[src/rtl/core/wmms_pkg.sv]
// ----------------------------------------------------------------------------
// wmms_pkg
// Shared widths, types, register codes and helpers for the windowed
// min / max / sum statistics block.
// ----------------------------------------------------------------------------
package wmms_pkg;

  // Widths
  localparam int SAMPLE_BITS = 12;
  localparam int NUM_CH      = 5;
  localparam int CH_W        = 3;
  localparam int SUM_W       = 28;
  localparam int CNT_W       = 16;
  localparam int CFG_IDX_W   = 2;
  localparam int CFG_DATA_W  = 16;
  localparam int PROD_W      = 2 * SAMPLE_BITS;

  // Accumulator memory: two banks, one window each
  localparam int BANK_DEPTH = 2;

  // Constants
  localparam logic [SUM_W-1:0]       SUM_MAX      = '1;
  localparam logic [SAMPLE_BITS-1:0] SAMPLE_MAX   = '1;
  localparam logic [CNT_W-1:0]       CNT_MAX      = '1;
  localparam logic [CNT_W-1:0]       WINDOW_RESET = CNT_W'(1008);
  localparam logic [PROD_W-1:0]      POWER_ROUND  = PROD_W'(9'h1FF);

  // Register indexes
  localparam logic [CFG_IDX_W-1:0] REG_WINDOW_SCANS  = CFG_IDX_W'(0);
  localparam logic [CFG_IDX_W-1:0] REG_SAMPLE_OFFSET = CFG_IDX_W'(1);

  // Channel codes
  localparam logic [CH_W-1:0] CH_CURRENT = CH_W'(0);
  localparam logic [CH_W-1:0] CH_POWER   = CH_W'(NUM_CH - 1);

  typedef logic [SAMPLE_BITS-1:0] sample_t;

  typedef struct packed {
    logic [SUM_W-1:0] sum;
    sample_t          max_v;
    sample_t          min_v;
  } chan_stat_t;

  typedef chan_stat_t [NUM_CH-1:0] stat_word_t;

  localparam int STAT_W = $bits(stat_word_t);

  // Accumulators of an empty window
  function automatic stat_word_t stat_clear();
    stat_word_t w;
    for (int c = 0; c < NUM_CH; c++) begin
      w[c].sum   = '0;
      w[c].max_v = '0;
      w[c].min_v = SAMPLE_MAX;
    end
    return w;
  endfunction

  // Offset removal, clamped at zero
  function automatic sample_t correct_sample(sample_t raw, sample_t offset);
    return (raw > offset) ? sample_t'(raw - offset) : '0;
  endfunction

  // One channel: saturating sum, running max and min
  function automatic chan_stat_t stat_update(chan_stat_t s, sample_t v);
    chan_stat_t         r;
    logic [SUM_W:0]     wide;
    wide    = {1'b0, s.sum} + (SUM_W + 1)'(v);
    r.sum   = (wide > (SUM_W + 1)'(SUM_MAX)) ? SUM_MAX : wide[SUM_W-1:0];
    r.max_v = (v > s.max_v) ? v : s.max_v;
    r.min_v = (v < s.min_v) ? v : s.min_v;
    return r;
  endfunction

endpackage

[src/rtl/core/wmms_ram.sv]
// ----------------------------------------------------------------------------
// wmms_ram
// Generic RAM: one write port, two read ports, registered read data that
// holds while its read enable is low.
// ----------------------------------------------------------------------------
module wmms_ram #(
  parameter int WIDTH = 8,
  parameter int DEPTH = 2
) (
  input  logic                     clk,
  input  logic                     wr_en,
  input  logic [$clog2(DEPTH)-1:0] wr_addr,
  input  logic [WIDTH-1:0]         wr_data,
  input  logic                     rd_en_a,
  input  logic [$clog2(DEPTH)-1:0] rd_addr_a,
  output logic [WIDTH-1:0]         rd_data_a,
  input  logic                     rd_en_b,
  input  logic [$clog2(DEPTH)-1:0] rd_addr_b,
  output logic [WIDTH-1:0]         rd_data_b
);

  logic [WIDTH-1:0] mem [DEPTH];

  // Write port
  always_ff @(posedge clk) begin
    if (wr_en) begin
      mem[wr_addr] <= wr_data;
    end
  end

  // Read ports, old data on a same-address write
  always_ff @(posedge clk) begin
    if (rd_en_a) begin
      rd_data_a <= mem[rd_addr_a];
    end
    if (rd_en_b) begin
      rd_data_b <= mem[rd_addr_b];
    end
  end

endmodule

[src/rtl/core/multichannel_window_min_max_sum.sv]
// ----------------------------------------------------------------------------
// multichannel_window_min_max_sum
// Per-scan offset removal, derived power channel, and windowed sum / max /
// min statistics for five channels, emitted as five items per window.
// ----------------------------------------------------------------------------
//
//   port group   | dir | handshake           | carries
//   -------------+-----+---------------------+---------------------------------
//   in_*         | in  | in_valid / in_stall | four raw 12-bit samples per scan
//   out_*        | out | out_valid/out_stall | channel, sum, max, min, total, last
//   cfg_*        | in  | cfg_valid/cfg_ready | register index and write data
//
// One scan is accepted per cycle unless in_stall is high; it passes the offset,
// multiply and read-modify-write stages into the accumulator memory. A closing
// window sends five items from its bank, one per cycle unless out_stall is high;
// a second close waits while the previous window's items are still being sent.
// Reset is synchronous; two bank valid bits make a fresh bank read as empty,
// so no clearing pass is run. Output stalls back up through the pipeline.
//
module multichannel_window_min_max_sum (
  input  logic                                  clk,
  input  logic                                  rst,
  // Scan input
  input  logic                                  in_valid,
  output logic                                  in_stall,
  input  logic [wmms_pkg::SAMPLE_BITS-1:0]      current_sample,
  input  logic [wmms_pkg::SAMPLE_BITS-1:0]      voltage_sample,
  input  logic [wmms_pkg::SAMPLE_BITS-1:0]      reference_sample,
  input  logic [wmms_pkg::SAMPLE_BITS-1:0]      temperature_sample,
  // Statistics output
  output logic                                  out_valid,
  input  logic                                  out_stall,
  output logic [wmms_pkg::CH_W-1:0]             channel,
  output logic [wmms_pkg::SUM_W-1:0]            window_sum,
  output logic [wmms_pkg::SAMPLE_BITS-1:0]      window_max,
  output logic [wmms_pkg::SAMPLE_BITS-1:0]      window_min,
  output logic [wmms_pkg::CNT_W-1:0]            scan_total,
  output logic                                  last,
  // Configuration
  input  logic                                  cfg_valid,
  output logic                                  cfg_ready,
  input  logic [wmms_pkg::CFG_IDX_W-1:0]        cfg_index,
  input  logic [wmms_pkg::CFG_DATA_W-1:0]       cfg_data
);

  // Configuration registers
  logic [wmms_pkg::CNT_W-1:0] window_scans;
  wmms_pkg::sample_t          sample_offset;

  // Pipeline
  logic              s1_valid, s2_valid, s3_valid;
  logic              s1_ready, s2_ready, s3_ready;
  logic              s2_move, s3_fire;
  wmms_pkg::sample_t s1_val [4];
  wmms_pkg::sample_t s2_val [wmms_pkg::NUM_CH];
  wmms_pkg::sample_t s3_val [wmms_pkg::NUM_CH];
  logic [wmms_pkg::PROD_W-1:0] power_prod;

  // Accumulator state
  logic                       bank;
  logic                       bank_rd;
  logic [1:0]                 bank_valid;
  logic [wmms_pkg::CNT_W-1:0] scan_count;
  logic [wmms_pkg::CNT_W-1:0] scan_count_next;
  logic                       fwd_hit;
  wmms_pkg::stat_word_t       fwd_data;
  wmms_pkg::stat_word_t       acc_rdata;
  wmms_pkg::stat_word_t       acc_base;
  wmms_pkg::stat_word_t       acc_next;
  logic                       close;

  // Emission
  logic                       em_rd;
  logic                       em_active;
  logic                       em_busy;
  logic                       em_bank;
  logic [wmms_pkg::CH_W-1:0]  em_ch;
  logic [wmms_pkg::CNT_W-1:0] em_total;
  wmms_pkg::stat_word_t       em_word;
  logic                       out_load;

  // --------------------------------------------------------------------------
  // Configuration port
  // --------------------------------------------------------------------------
  assign cfg_ready = 1'b1;

  always_ff @(posedge clk) begin
    if (rst) begin
      window_scans  <= wmms_pkg::WINDOW_RESET;
      sample_offset <= '0;
    end else if (cfg_valid && cfg_ready) begin
      case (cfg_index)
        wmms_pkg::REG_WINDOW_SCANS:  window_scans  <= cfg_data;
        wmms_pkg::REG_SAMPLE_OFFSET: sample_offset <= cfg_data[wmms_pkg::SAMPLE_BITS-1:0];
        default: ;
      endcase
    end
  end

  // --------------------------------------------------------------------------
  // Pipeline flow control
  // --------------------------------------------------------------------------
  assign s3_ready = !s3_valid || s3_fire;
  assign s2_ready = !s2_valid || s3_ready;
  assign s1_ready = !s1_valid || s2_ready;
  assign s2_move  = s2_valid && s3_ready;
  assign in_stall = !s1_ready;

  // Stage 1: offset removal
  always_ff @(posedge clk) begin
    if (rst) begin
      s1_valid <= 1'b0;
    end else if (s1_ready) begin
      s1_valid <= in_valid;
    end
  end

  always_ff @(posedge clk) begin
    if (s1_ready) begin
      s1_val[0] <= wmms_pkg::correct_sample(current_sample, sample_offset);
      s1_val[1] <= wmms_pkg::correct_sample(voltage_sample, sample_offset);
      s1_val[2] <= wmms_pkg::correct_sample(reference_sample, sample_offset);
      s1_val[3] <= wmms_pkg::correct_sample(temperature_sample, sample_offset);
    end
  end

  // Stage 2: power = (current * voltage + round) >> SAMPLE_BITS
  assign power_prod = wmms_pkg::PROD_W'(s1_val[0]) * wmms_pkg::PROD_W'(s1_val[1])
                    + wmms_pkg::POWER_ROUND;

  always_ff @(posedge clk) begin
    if (rst) begin
      s2_valid <= 1'b0;
    end else if (s2_ready) begin
      s2_valid <= s1_valid;
    end
  end

  always_ff @(posedge clk) begin
    if (s2_ready) begin
      for (int c = 0; c < 4; c++) begin
        s2_val[c] <= s1_val[c];
      end
      s2_val[wmms_pkg::NUM_CH-1] <=
        power_prod[wmms_pkg::PROD_W-1:wmms_pkg::SAMPLE_BITS];
    end
  end

  // Stage 3 register; the memory read is issued on the same edge
  always_ff @(posedge clk) begin
    if (rst) begin
      s3_valid <= 1'b0;
    end else if (s3_ready) begin
      s3_valid <= s2_valid;
    end
  end

  always_ff @(posedge clk) begin
    if (s3_ready) begin
      s3_val <= s2_val;
    end
  end

  // --------------------------------------------------------------------------
  // Accumulator memory
  // --------------------------------------------------------------------------
  // Read the bank that is active after this edge
  assign bank_rd = (s3_fire && close) ? ~bank : bank;

  wmms_ram #(
    .WIDTH (wmms_pkg::STAT_W),
    .DEPTH (wmms_pkg::BANK_DEPTH)
  ) u_acc_ram (
    .clk       (clk),
    .wr_en     (s3_fire),
    .wr_addr   (bank),
    .wr_data   (acc_next),
    .rd_en_a   (s2_move),
    .rd_addr_a (bank_rd),
    .rd_data_a (acc_rdata),
    .rd_en_b   (em_rd),
    .rd_addr_b (em_bank),
    .rd_data_b (em_word)
  );

  // Forward a write that lands on the edge of the read
  always_ff @(posedge clk) begin
    if (rst) begin
      fwd_hit <= 1'b0;
    end else if (s2_move) begin
      fwd_hit <= s3_fire && !close;
    end
  end

  always_ff @(posedge clk) begin
    if (s2_move) begin
      fwd_data <= acc_next;
    end
  end

  // Read-modify-write of all five channels
  always_comb begin
    if (fwd_hit) begin
      acc_base = fwd_data;
    end else if (bank_valid[bank]) begin
      acc_base = acc_rdata;
    end else begin
      acc_base = wmms_pkg::stat_clear();
    end
    for (int c = 0; c < wmms_pkg::NUM_CH; c++) begin
      acc_next[c] = wmms_pkg::stat_update(acc_base[c], s3_val[c]);
    end
  end

  // Scan counter saturates; a window closes once it reaches the length
  assign scan_count_next = (scan_count == wmms_pkg::CNT_MAX) ? scan_count
                                                             : scan_count + 1'b1;
  assign close   = scan_count_next >= window_scans;
  assign em_busy = em_rd || em_active;
  assign s3_fire = s3_valid && !(close && em_busy);

  always_ff @(posedge clk) begin
    if (rst) begin
      bank       <= 1'b0;
      bank_valid <= '0;
      scan_count <= '0;
    end else if (s3_fire) begin
      if (close) begin
        bank             <= ~bank;
        bank_valid[~bank] <= 1'b0;
        scan_count       <= '0;
      end else begin
        bank_valid[bank] <= 1'b1;
        scan_count       <= scan_count_next;
      end
    end
  end

  // --------------------------------------------------------------------------
  // Emission of a closed window, one channel per item
  // --------------------------------------------------------------------------
  assign out_load = !out_valid || !out_stall;

  always_ff @(posedge clk) begin
    if (rst) begin
      em_rd     <= 1'b0;
      em_active <= 1'b0;
      em_ch     <= wmms_pkg::CH_CURRENT;
      out_valid <= 1'b0;
    end else begin
      em_rd <= s3_fire && close;
      if (em_rd) begin
        em_active <= 1'b1;
        em_ch     <= wmms_pkg::CH_CURRENT;
      end
      if (em_active && out_load) begin
        out_valid <= 1'b1;
        em_ch     <= em_ch + 1'b1;
        if (em_ch == wmms_pkg::CH_POWER) begin
          em_active <= 1'b0;
        end
      end else if (!out_stall) begin
        out_valid <= 1'b0;
      end
    end
  end

  // Closed bank and scan total, captured at the close
  always_ff @(posedge clk) begin
    if (s3_fire && close) begin
      em_bank  <= bank;
      em_total <= scan_count_next;
    end
  end

  // Output register
  always_ff @(posedge clk) begin
    if (em_active && out_load) begin
      channel    <= em_ch;
      window_sum <= em_word[em_ch].sum;
      window_max <= em_word[em_ch].max_v;
      window_min <= em_word[em_ch].min_v;
      scan_total <= em_total;
      last       <= (em_ch == wmms_pkg::CH_POWER);
    end
  end

endmodule

[config.mk]
export PLATFORM = sky130hd
export DESIGN_NAME = multichannel_window_min_max_sum
export DESIGN_NICKNAME = d
export VERILOG_FILES = /design/src/rtl/core/wmms_pkg.sv /design/src/rtl/core/wmms_ram.sv /design/src/rtl/core/multichannel_window_min_max_sum.sv
export SDC_FILE = /design/constraint.sdc
export NUM_CORES = 2
export LEC_CHECK = 0
export BUFFER_PORTS_ARGS = -buffer_cell sky130_fd_sc_hd__buf_2
export CORE_UTILIZATION = 45
export CTS_CLUSTER_DIAMETER = 40
export DETAILED_ROUTE_END_ITERATION = 8
export SETUP_SLACK_MARGIN = 0.5
export SYNTH_ARGS = -nofsm -noshare
export SYNTH_HDL_FRONTEND = slang
export SYNTH_HIERARCHICAL = 1
export SYNTH_SLANG_ARGS = --single-unit
[constraint.sdc]
create_clock -name clk -period 36 [get_ports clk]
set_input_delay 3.6 -clock clk [delete_from_list [all_inputs] [get_ports clk]]
set_output_delay 3.6 -clock clk [all_outputs]
set_load 0.03 [all_outputs]
==> flow_summary.json <==
{
  "status": "complete, no violations",
  "synth-edff-count": 1557,
  "synth-seq-area-share_pct": 60.8,
  "drtIter0Drc": 3339,
  "min_path_cells": 0,
  "cts_setup_buffers": 0,
  "port_buffers": 144,
  "synthesis.nets": 6059,
  "ff2ff_path_depth": 18,
  "core_area_um2": 174000,
  "cp-start-kind": "register",
  "start_util_pct": 45.3,
  "utilization_pct": 51.4,
  "grt_usage_pct": 21.2,
  "maxCapViolCount": 0,
  "clockBufferDepth": 3,
  "ant_nets": 0,
  "grt_pass1_vias": 46000,
  "synth_ff_type": "edfxtp_1",
  "synthesis.instances": 5566,
  "routed_via_density": 5.50,
  "min_period_ns": 9.18,
  "hold_path_startpoint": "s2_val[36]",
  "place_area_um2": 81700,
  "critPathKind": "register to primary output",
  "drv_slew": 0,
  "reg2reg_from": "scan_count[3]",
  "synth_area_um2": 78800,
  "drtPass1Iterations": 5,
  "place_inst": 7854,
  "die_width_um": 420,
  "async_flop_share_pct": 0,
  "layout-drive-gt1-share_pct": 19.9,
  "die_y_um": 420,
  "grt_setup_unrepaired": "false",
  "final_cell_area_um2": 89400,
  "end_kind": "primary output",
  "p_leak_nw": 34.1,
  "cp.required_ns": 32.40,
  "multi_input_area_um2": 28500,
  "wl_per_cell_um": 22.7,
  "synthToLayoutAreaGrowth_pct": 13.4,
  "arrival_ns": 5.58,
  "grt_pass1_wl_um": 282000,
  "relSlewSlack_pct": 22.3,
  "drc": 0,
  "hold_viol_final": 0,
  "synth_cell_types": 98,
  "ys_ff_latch": 1614,
  "clkLatencyLatePin_ns": 0.83,
  "regArea_um2": 47900,
  "h-tree-depth": 4,
  "yosysWarnings": 6,
  "crit_fanout": 50,
  "ios": 146,
  "nets": 6242,
  "antenna_found_initial": 2,
  "peakVddDrop_v": 0.0000509,
  "fin_ws_ns": 26.82,
  "holdBufCountCts": 0,
  "hold_path.class": "register to register",
  "vias": 45500,
  "min_to": "s3_val[36]",
  "dp_hpwl_um": 120000,
  "cts_buffers": 218,
  "die_area_um2": 177000,
  "cts-root-buf": "clkbuf_16",
  "tns_ns": 0,
  "drt-total-wl_um": 188000,
  "cellPowerDensity_nw_per_um2": 56.8,
  "gp_congestion": 0.846,
  "cts_sinks": 1614,
  "clkTransAtPathRegs_ns": 0.06,
  "grt_max_degree": 147,
  "cts_tree": "done",
  "tightest_slew_ns": 1.16,
  "row_count": 153,
  "pre_cts_ws_ns": 27.48,
  "setup-violations-final": 0,
  "r2r-end": "fwd_data[135]",
  "regToRegSetupSlack_ns": 27.53,
  "final_cell_count_no_fill": 8271,
  "avgSynthCellArea_um2": 14.2,
  "gr-total-overflow": 0,
  "fmax_mhz": 109,
  "timing.final.crit_share_pct": 25.5,
  "finalClockSkew_ns": 0.0421,
  "fillCellCount": 14700,
  "cts_resized": 0
}
metrics by stage:
| stage | total power, mW | hold slack [ns] |
|---|---|---|
| 2_1_floorplan | 2.71 | 0.400 |
| 5_1_grt | 5.29 | 0.421 |
| 6_report | 5.08 | 0.414 |
| 3_3_place_gp | 2.87 | 0.401 |
| 3_5_place_dp | 2.88 | 0.405 |
| 4_1_cts | 5.12 | 0.410 |
logic make-up (layout without fill, tap and decap cells):
| kind of cell | count (synthesis) | in the layout | share of synthesized area, % |
|---|---|---|---|
| fa+ha+maj | 422 | 422 | 7.80 |
| flops | 1614 | 1614 | 60.8 |
| xor+xnor | 117 | 117 | 1.30 |
| buf+inv | 525 | 902 | 3.10 |
| other cells | 1 | 4 | 0.00476 |
| compound gates | 876 | 876 | 6.77 |
| simple gates | 1243 | 1243 | 7.71 |
| mux | 768 | 768 | 12.5 |
state kept, by name, indices dropped and copies added (netlist names), 2 cells and up:
| signal | cells |
|---|---|
| u_acc_ram/mem | 520 |
| fwd_data | 260 |
| u_acc_ram/rd_data_a | 260 |
| u_acc_ram/rd_data_b | 260 |
| s2_val | 60 |
| s3_val | 60 |
| s1_val | 48 |
| window_sum | 28 |
| em_total | 16 |
| scan_count | 16 |
| scan_total | 16 |
| window_scans | 16 |
| sample_offset | 12 |
| window_max | 12 |
| window_min | 12 |
| channel | 3 |
| em_ch | 3 |
| bank_valid | 2 |
worst max path at each step:
stage / startpoint / end / slack, ns / cells past startpoint
floorplan: em_rd / fwd_data[0] / 7.36 / 3
global placement: scan_count[3] / fwd_data[129] / 27.60 / 18
detailed placement: scan_count[3] / fwd_data[129] / 27.48 / 18
CTS: scan_count[3] / in_stall / 26.73 / 16
global route: scan_count[3] / in_stall / 26.31 / 16
finish: scan_count[3] / in_stall / 26.82 / 16
cell usage in the layout (no fill, tap or decap), drive strengths merged, types with 54 or more instances in the layout:
cell type / n
a21o: 56
fa: 115
xor2: 60
edfxtp: 1557
ha: 307
and3: 90
nor3: 54
dfxtp: 57
clkbuf: 254
inv: 320
nor2: 229
and2: 87
o21ai: 272
a21oi: 259
clkinv: 73
xnor2: 57
o22ai: 55
nand2b: 54
nand2: 471
mux2: 535
buf: 209
or3: 75
mux2i: 233
where the power goes:
part / total (mW) / leakage, nW / switching (mW) / internal, mW
clock: 2.23 / 3.70 / 0.866 / 1.37
combinational: 0.581 / 15.3 / 0.340 / 0.241
sequential: 2.27 / 15.1 / 0.0869 / 2.18
layout make-up:
class,count,area share [%]
Antenna cell,3,0.00840
Clock buffer,254,6.38
Clock inverter,160,2.20
Inverter,279,1.17
Multi-Input combinational cell,3427,31.9
Sequential cell,1614,53.6
Tap cell,2325,3.25
Timing Repair Buffer,209,1.45
per-layer routing:
metal  global-route usage (%)  wire, um
met1                     29.2     83700
met2                     34.7     89400
met3                     2.89      9350
met4                     6.66      5110
met5                        0         9
synthesized netlist by cell type (15+ instances only):
library cell,n,share of area [%]
o21ai_0,246,1.6
buf_6,52,0.74
clkbuf_1,126,0.60
nor2b_1,38,0.30
a211oi_1,35,0.33
nand3_1,52,0.33
ha_1,307,4.9
buf_2,47,0.30
o22ai_1,55,0.44
o21ai_1,23,0.15
nand2_1,459,2.2
nor3_1,53,0.34
mux2i_1,232,2.9
and2_1,86,0.68
fa_1,115,2.9
nand4_1,39,0.31
a31oi_1,31,0.25
inv_1,278,1.3
a22oi_1,15,0.14
nand2b_1,53,0.42
nor2_1,227,1.1
and3_1,90,0.71
dfxtp_1,57,1.4
xor2_1,60,0.67
o21a_1,31,0.30
mux2_2,133,1.9
or3_1,75,0.60
o31ai_1,15,0.14
xnor2_1,57,0.63
a21o_1,56,0.53
mux2_4,401,7.6
edfxtp_1,1557,59
a21oi_1,259,1.6
worst max-delay path, stage by stage, from the launching register on:
cell	delay, ns
dfxtp_1	0.44
and4_1	0.27
nand4_1	0.24
nor4_1	0.79
nor2_1	0.21
nand2_1	0.18
xnor2_1	0.17
ha_1	0.29
a21o_1	0.16
a221oi_1	0.30
o211ai_1	0.18
a21boi_1	0.34
nor2_1	0.23
nand3_2	0.12
buf_4	0.51
inv_1	0.08
buf_2	0.19
Note: power is estimated with default switching activity, not from simulation.
